`config.mk`:
```
export PLATFORM = sky130hd
export DESIGN_NAME = trace_context_validator
export DESIGN_NICKNAME = d
export VERILOG_FILES = /design/src/tcv_pkg.sv /design/src/trace_context_validator.sv /design/src/tcv_in_reg.sv /design/src/tcv_core.sv
export SDC_FILE = /design/constraint.sdc
export NUM_CORES = 1
export LEC_CHECK = 0
export BUFFER_PORTS_ARGS = -buffer_cell sky130_fd_sc_hd__buf_2
export CORE_MARGIN = 2
export CORE_UTILIZATION = 31
export CTS_CLUSTER_SIZE = 28
export DETAILED_ROUTE_END_ITERATION = 6
export GPL_ROUTABILITY_DRIVEN = 0
export PLACE_DENSITY = 0.52
export SETUP_SLACK_MARGIN = 0.2
export SYNTH_ARGS = -nofsm -noshare
export SYNTH_HDL_FRONTEND = slang
export SYNTH_HIERARCHICAL = 1
export SYNTH_SLANG_ARGS = --single-unit
```
`constraint.sdc`:
```
create_clock -name clk -period 2.4 [get_ports clk]
set_input_delay 0.12 -clock clk [delete_from_list [all_inputs] [get_ports clk]]
set_output_delay 0.12 -clock clk [all_outputs]
set_load 0.05 [all_outputs]
```
`src/tcv_pkg.sv`:
```
// Shared types and constants for the trace context validator.
// No dependencies; imported by every module under src.
package tcv_pkg;

  localparam int MAX_STATE_BYTES = 512;
  localparam int MAX_MEMBERS     = 32;

  localparam logic [9:0] PARENT_LEN  = 10'd55;
  localparam logic [9:0] POS_MAX     = 10'd1023;
  localparam logic [5:0] TOTAL_MAX   = 6'd63;
  localparam logic [9:0] STATE_LIMIT = 10'(MAX_STATE_BYTES);
  localparam logic [5:0] MEMBER_LIMIT = 6'(MAX_MEMBERS);

  localparam logic [9:0] POS_DASH_A    = 10'd2;
  localparam logic [9:0] POS_DASH_B    = 10'd35;
  localparam logic [9:0] POS_DASH_C    = 10'd52;
  localparam logic [9:0] POS_TRACE_END = 10'd34;
  localparam logic [9:0] POS_PAR_START = 10'd36;
  localparam logic [9:0] POS_PAR_END   = 10'd51;

  localparam logic [7:0] CHR_ZERO   = 8'h30;
  localparam logic [7:0] CHR_NINE   = 8'h39;
  localparam logic [7:0] CHR_LOW_A  = 8'h61;
  localparam logic [7:0] CHR_LOW_F  = 8'h66;
  localparam logic [7:0] CHR_DASH   = 8'h2D;
  localparam logic [7:0] CHR_SPACE  = 8'h20;
  localparam logic [7:0] CHR_TILDE  = 8'h7E;
  localparam logic [7:0] CHR_COMMA  = 8'h2C;
  localparam logic [7:0] CHR_EQUALS = 8'h3D;

  typedef struct packed {
    logic [7:0] text_byte;
    logic       carries_byte;
    logic       which_part;
    logic       part_end;
    logic       state_follows;
  } item_t;

  typedef struct packed {
    logic       valid;
    logic       ok;
  } result_t;

  typedef struct packed {
    logic [9:0] char_position;
    logic       parent_format_ok;
    logic       trace_id_nonzero;
    logic       parent_id_nonzero;
    logic       state_rules_ok;
    logic       member_is_empty;
    logic       member_starts_space;
    logic       previous_was_space;
    logic       member_has_equals;
    logic [5:0] member_total;
    logic       awaiting_state;
  } ctx_t;

  localparam ctx_t CTX_RESET = '{
    char_position:       10'd0,
    parent_format_ok:    1'b1,
    trace_id_nonzero:    1'b0,
    parent_id_nonzero:   1'b0,
    state_rules_ok:      1'b1,
    member_is_empty:     1'b1,
    member_starts_space: 1'b0,
    previous_was_space:  1'b0,
    member_has_equals:   1'b0,
    member_total:        6'd1,
    awaiting_state:      1'b0
  };

  function automatic logic is_low_hex(input logic [7:0] b);
    return ((b >= CHR_ZERO) && (b <= CHR_NINE)) || ((b >= CHR_LOW_A) && (b <= CHR_LOW_F));
  endfunction

endpackage

```
`src/trace_context_validator.sv`:
```
// Trace context validator top: input register, rule core, result register; uses tcv_pkg.
// A closing word passes the input register and the rule core; its verdict is registered in the result register.
// Throughput: one word per cycle; the input stalls only while the result
// register is full and its own stall is high.
// Reset (rst, synchronous): clears the pipe and returns the context to idle.
module trace_context_validator (
  input  logic       clk,
  input  logic       rst,
  input  logic       text_valid,
  output logic       text_stall,
  input  logic [7:0] text_byte,
  input  logic       carries_byte,
  input  logic       which_part,
  input  logic       part_end,
  input  logic       state_follows,
  output logic       result_valid,
  input  logic       result_stall,
  output logic       context_valid
);
  import tcv_pkg::*;

  logic    hold;
  logic    item_valid;
  item_t   item_in;
  item_t   item;
  result_t res;

  assign hold       = result_valid && result_stall;
  assign text_stall = hold;

  assign item_in = '{
    text_byte:     text_byte,
    carries_byte:  carries_byte,
    which_part:    which_part,
    part_end:      part_end,
    state_follows: state_follows
  };

  tcv_in_reg u_in_reg (
    .clk        (clk),
    .rst        (rst),
    .hold       (hold),
    .text_valid (text_valid),
    .item_in    (item_in),
    .item_valid (item_valid),
    .item       (item)
  );

  tcv_core u_core (
    .clk        (clk),
    .rst        (rst),
    .enable     (!hold),
    .item_valid (item_valid),
    .item       (item),
    .res        (res)
  );

  always_ff @(posedge clk) begin
    if (rst) begin
      result_valid <= 1'b0;
    end else if (!hold) begin
      result_valid <= res.valid;
    end
  end

  always_ff @(posedge clk) begin
    if (!hold) begin
      context_valid <= res.ok;
    end
  end

endmodule

```
`src/tcv_in_reg.sv`:
```
// Input register stage: captures one word per cycle unless the pipe is held.
// Depends on tcv_pkg.
module tcv_in_reg (
  input  logic           clk,
  input  logic           rst,
  input  logic           hold,
  input  logic           text_valid,
  input  tcv_pkg::item_t item_in,
  output logic           item_valid,
  output tcv_pkg::item_t item
);
  import tcv_pkg::*;

  always_ff @(posedge clk) begin
    if (rst) begin
      item_valid <= 1'b0;
    end else if (!hold) begin
      item_valid <= text_valid;
    end
  end

  always_ff @(posedge clk) begin
    if (!hold) begin
      item <= item_in;
    end
  end

endmodule

```
`src/tcv_core.sv`:
```
// Context state and rule checks for traceparent and tracestate bytes.
// Depends on tcv_pkg.
module tcv_core (
  input  logic             clk,
  input  logic             rst,
  input  logic             enable,
  input  logic             item_valid,
  input  tcv_pkg::item_t   item,
  output tcv_pkg::result_t res
);
  import tcv_pkg::*;

  ctx_t st;
  ctx_t st_next;

  always_comb begin
    logic [7:0] b;
    logic [9:0] p;
    logic       ok;
    b       = item.text_byte;
    p       = '0;
    ok      = 1'b1;
    st_next = st;
    res     = '0;
    if (enable && item_valid && (item.carries_byte || item.part_end)) begin
      if (!item.which_part) begin
        if (st.awaiting_state) begin
          st_next = CTX_RESET;
        end
        if (item.carries_byte) begin
          p = st_next.char_position;
          if (p <= 10'd1) begin
            ok = (b == CHR_ZERO);
          end else if ((p == POS_DASH_A) || (p == POS_DASH_B) || (p == POS_DASH_C)) begin
            ok = (b == CHR_DASH);
          end else if (p < PARENT_LEN) begin
            ok = is_low_hex(b);
            if (ok && (b != CHR_ZERO)) begin
              if (p <= POS_TRACE_END) begin
                st_next.trace_id_nonzero = 1'b1;
              end else if ((p >= POS_PAR_START) && (p <= POS_PAR_END)) begin
                st_next.parent_id_nonzero = 1'b1;
              end
            end
          end else begin
            ok = 1'b0;
          end
          if (!ok) begin
            st_next.parent_format_ok = 1'b0;
          end
          if (p < POS_MAX) begin
            st_next.char_position = p + 10'd1;
          end
        end
        if (item.part_end) begin
          if (st_next.char_position != PARENT_LEN) begin
            st_next.parent_format_ok = 1'b0;
          end
          if (item.state_follows) begin
            st_next.awaiting_state = 1'b1;
            st_next.char_position  = '0;
          end else begin
            res.valid = 1'b1;
            res.ok    = st_next.parent_format_ok && st_next.trace_id_nonzero &&
                        st_next.parent_id_nonzero;
            st_next   = CTX_RESET;
          end
        end
      end else if (st.awaiting_state) begin
        if (item.carries_byte) begin
          if (st.char_position >= STATE_LIMIT) begin
            st_next.state_rules_ok = 1'b0;
          end
          if (st.char_position < POS_MAX) begin
            st_next.char_position = st.char_position + 10'd1;
          end
          if ((b < CHR_SPACE) || (b > CHR_TILDE)) begin
            st_next.state_rules_ok = 1'b0;
          end
          if (b == CHR_COMMA) begin
            if (st.member_is_empty || st.member_starts_space || st.previous_was_space ||
                !st.member_has_equals) begin
              st_next.state_rules_ok = 1'b0;
            end
            st_next.member_is_empty     = 1'b1;
            st_next.member_starts_space = 1'b0;
            st_next.previous_was_space  = 1'b0;
            st_next.member_has_equals   = 1'b0;
            if (st.member_total < TOTAL_MAX) begin
              st_next.member_total = st.member_total + 6'd1;
            end
          end else begin
            if (st.member_is_empty && (b == CHR_SPACE)) begin
              st_next.member_starts_space = 1'b1;
            end
            st_next.member_is_empty    = 1'b0;
            st_next.previous_was_space = (b == CHR_SPACE);
            if (b == CHR_EQUALS) begin
              st_next.member_has_equals = 1'b1;
            end
          end
        end
        if (item.part_end) begin
          // closing member of the list
          if (st_next.member_is_empty || st_next.member_starts_space ||
              st_next.previous_was_space || !st_next.member_has_equals) begin
            st_next.state_rules_ok = 1'b0;
          end
          if (st_next.member_total > MEMBER_LIMIT) begin
            st_next.state_rules_ok = 1'b0;
          end
          res.valid = 1'b1;
          res.ok    = st_next.parent_format_ok && st_next.trace_id_nonzero &&
                      st_next.parent_id_nonzero && st_next.state_rules_ok;
          st_next   = CTX_RESET;
        end
      end
    end
  end

  always_ff @(posedge clk) begin
    if (rst) begin
      st <= CTX_RESET;
    end else begin
      st <= st_next;
    end
  end

  a_total_nonzero: assert property (@(posedge clk) disable iff (rst)
    st.member_total != 6'd0)
    else $error("member count reached zero");

  a_clear_after_result: assert property (@(posedge clk) disable iff (rst)
    res.valid |=> (st == CTX_RESET))
    else $error("context not cleared after result");

  a_idle_members: assert property (@(posedge clk) disable iff (rst)
    !st.awaiting_state |-> (st.member_total == 6'd1) && st.member_is_empty &&
                           st.state_rules_ok)
    else $error("tracestate state touched outside a tracestate");

  a_no_result_idle: assert property (@(posedge clk) disable iff (rst)
    !(enable && item_valid) |-> !res.valid)
    else $error("result without a word");

endmodule
```
==> impl_metrics.toml <==
[setup_path]
arrival_ns = 2.54
r2r_start = "u_core/st[0]"
cp-end-kind = "flip-flop"
crit_type = "flip-flop to flip-flop"
cp-start-kind = "flip-flop"
regToRegEndpoint = "context_valid"
rrSetupSlack_ns = 0.009
worst-path-max-fanout = 5
cp.required_ns = 2.55
reg2regPathDepth = 7

[global_routing]
track_usage_pct = 17.7
antenna_found_initial = 0
gr-total-overflow = 0
first_global_vias = 2762
grt_max_degree = 28
grt_first_pass_wirelength_um = 14000

[logic_synthesis]
synth_area_per_cell_sq_um = 8.09
synth_commonest_cells = "nor2_1 (32), a21oi_1 (30), nand2_1 (29), dfxtp_1 (27), o21ai_0 (24)"
ys_warn_count = 6
synth_ff_type = "dfxtp_1"
yosysMostFrequentCell = "nor2_1"
synth_nets = 365
ys_types = 67
synth_top_cells_by_area = "dfxtp_1 (20%), edfxtp_1 (14%), a21oi_1 (5.4%), o21ai_0 (4.3%), nor2_1 (4.3%)"
synth_top_area_share_pct = 19.5
synth-edff-count = 13
yosys.area.top_type = "dfxtp_1"
postSynthCellCount = 342
synth-seq-cells = 40
seq_area_frac_synth_pct = 33.6
syn-cell-area_sq_mm = 0.00277
synthArstFlopShare_pct = 0

[cells_and_area]
n_fill_cell = 895
area_delta_synth_final_pct = 32.5
final_layout_size_suffix_gt1_share_pct = 26.6
final_cells = 518
regArea_sq_um = 941
n_antenna_cell = 0
post-route-util_pct = 42.2
nets = 432
multi_input_area_sq_mm = 0.00184

[clocking]
cts_root_buffer = "clkbuf_8"
cts_tree = "done"
clock_path_buffers = 2
htree_levels = 2
cts_sinks = 40
clk_latency_ns = 0.31
clk_pin_slew_worst_paths_ns = 0.09
cts_buffers = 5

[timing]
fin_skew_ns = 0.0120
tightest_slew_ns = 0.541
finalCriticalPeriod_ns = 2.39
setup_viol_count_final = 0
finalSetupTns_ns = 0
min_period_over_period_pct = 99.6
slew_headroom_pct = 63.9
finalMaxSlewViolations = 0
fmax_mhz = 418
hold_violations = 0
rsz0062_at_grt = "yes"

[floorplanning]
die_h_um = 98.5
core_sq_mm = 0.00868
die_w_um = 98.5
start_util_pct = 31.9
fp-row-count = 34
die-area_sq_mm = 0.00970
ioPinCount = 19

[worst_hold_path]
min-delay-start = "text_valid"
holdPathStages = 3
min_path_type = "input port to flip-flop"
holdPathEnd = "u_in_reg/item_valid"

[job]
max-cap-violations = 0

[placement]
dp_hpwl_um = 6020
placed_cells = 487
io_buffer_count = 18

[drt]
wl_um = 8550
wl_per_cell_um = 16.5
vias = 2947
drt_iter0_drc = 131
drcViolationCount = 0
viasPerCell = 5.69
firstDrtPassIters = 5
ant_nets = 0

[outcome]
status = "complete, no violations"

[power_and_ir_drop]
leakage_nw = 1.36
power_density_mw_per_mm2 = 418
ir_drop_v = 0.000288
finalPower_mw = 1.53
-- cell families after synthesis --
| group | Yosys count | synth area share [%] |
|---|---|---|
| and+or+nand+nor | 141 | 28.0 |
| AOI/OAI and AO/OA | 112 | 27.0 |
| DFF | 40 | 33.6 |
| buffers and inverters | 32 | 4.61 |
| adders and majority gates | 7 | 3.17 |
| xor gates and xnor gates | 5 | 1.58 |
| muxes | 5 | 2.04 |
-- state kept, by name, indices dropped and copies added (netlist names) --
register,count
u_in_reg/item,12
u_core/st,25
result_valid,1
u_in_reg/item_valid,1
context_valid,1
-- timing repair --
item                                    CTS  global route
hold buffers                             12             0
buffers inserted                          3             8
gates resized for setup                   9            12
endpoints found under the setup margin    3             7
pin swaps                                 8             9
hold endpoints to repair                 12             0
-- metal layers --
metal | routed length, um | GRT usage [%] | part of all wire [%]
met1 | 3910 | 23.8 | 46
met2 | 4100 | 29.7 | 48
met3 | 407 | 3.33 | 4.8
met4 | 130 | 4.21 | 1.5
met5 | 0 | 0 | 0
-- placed cells by master (no fill, tap or decap), types with 7 or more instances in the layout --
cell type	instances
buf_4	46
nand4_1	9
dlygate4sd3_1	12
nor2_1	32
nand2_1	28
buf_2	18
a21oi_1	29
o21ai_0	23
dfxtp_1	23
inv_1	11
edfxtp_1	13
nand3_1	22
nor3_1	7
-- worst max path at each step --
stage                  from             to  cells after the start
2_1_floorplan  u_core/st[0]  context_valid                     11
3_3_place_gp   u_core/st[0]  u_core/st[15]                      9
6_report       u_core/st[0]  context_valid                      7
4_1_cts        u_core/st[0]  context_valid                     11
3_5_place_dp   u_core/st[0]  context_valid                      9
5_1_grt        u_core/st[0]  context_valid                      7
-- cell type report --
type,count,share of cell area [%]
Timing Repair Buffer,77,15.5
Inverter,15,1.74
Multi-Input combinational cell,270,50.3
Tap cell,108,3.69
Clock buffer,5,1.88
Sequential cell,40,25.7
Clock inverter,3,1.26
-- metrics by stage --
| stage | worst slack (ns) | cell area, sq um | hold slack, ns |
|---|---|---|---|
| finish | 0.00922 | 3660 | 0.0432 |
| global route | -0.0460 | 3660 | 0.0845 |
| CTS | 0.104 | 3540 | 0.0309 |
| detailed placement | 0.0636 | 3250 | 0.298 |
| global placement | 0.0888 | 3250 | 0.297 |
| floorplan | 0.205 | 2830 | 0.192 |
-- worst max-delay path, stage by stage, from the launching register on --
cell and delay (ns):
dfxtp_4 0.39, nand3b_1 0.25, o41ai_4 0.48, nor3_2 0.10, mux2_4 0.33, nor4_4 0.31
o211ai_2 0.16, o32ai_2 0.21
-- power breakdown --
part	internal [mW]	total, mW	switching [mW]	leakage, nW
Sequential	0.715	0.740	0.0245	0.360
Clock	0.314	0.595	0.282	0.0548
Combinational	0.0899	0.196	0.106	0.945
(Power assumes the default switching activity.)
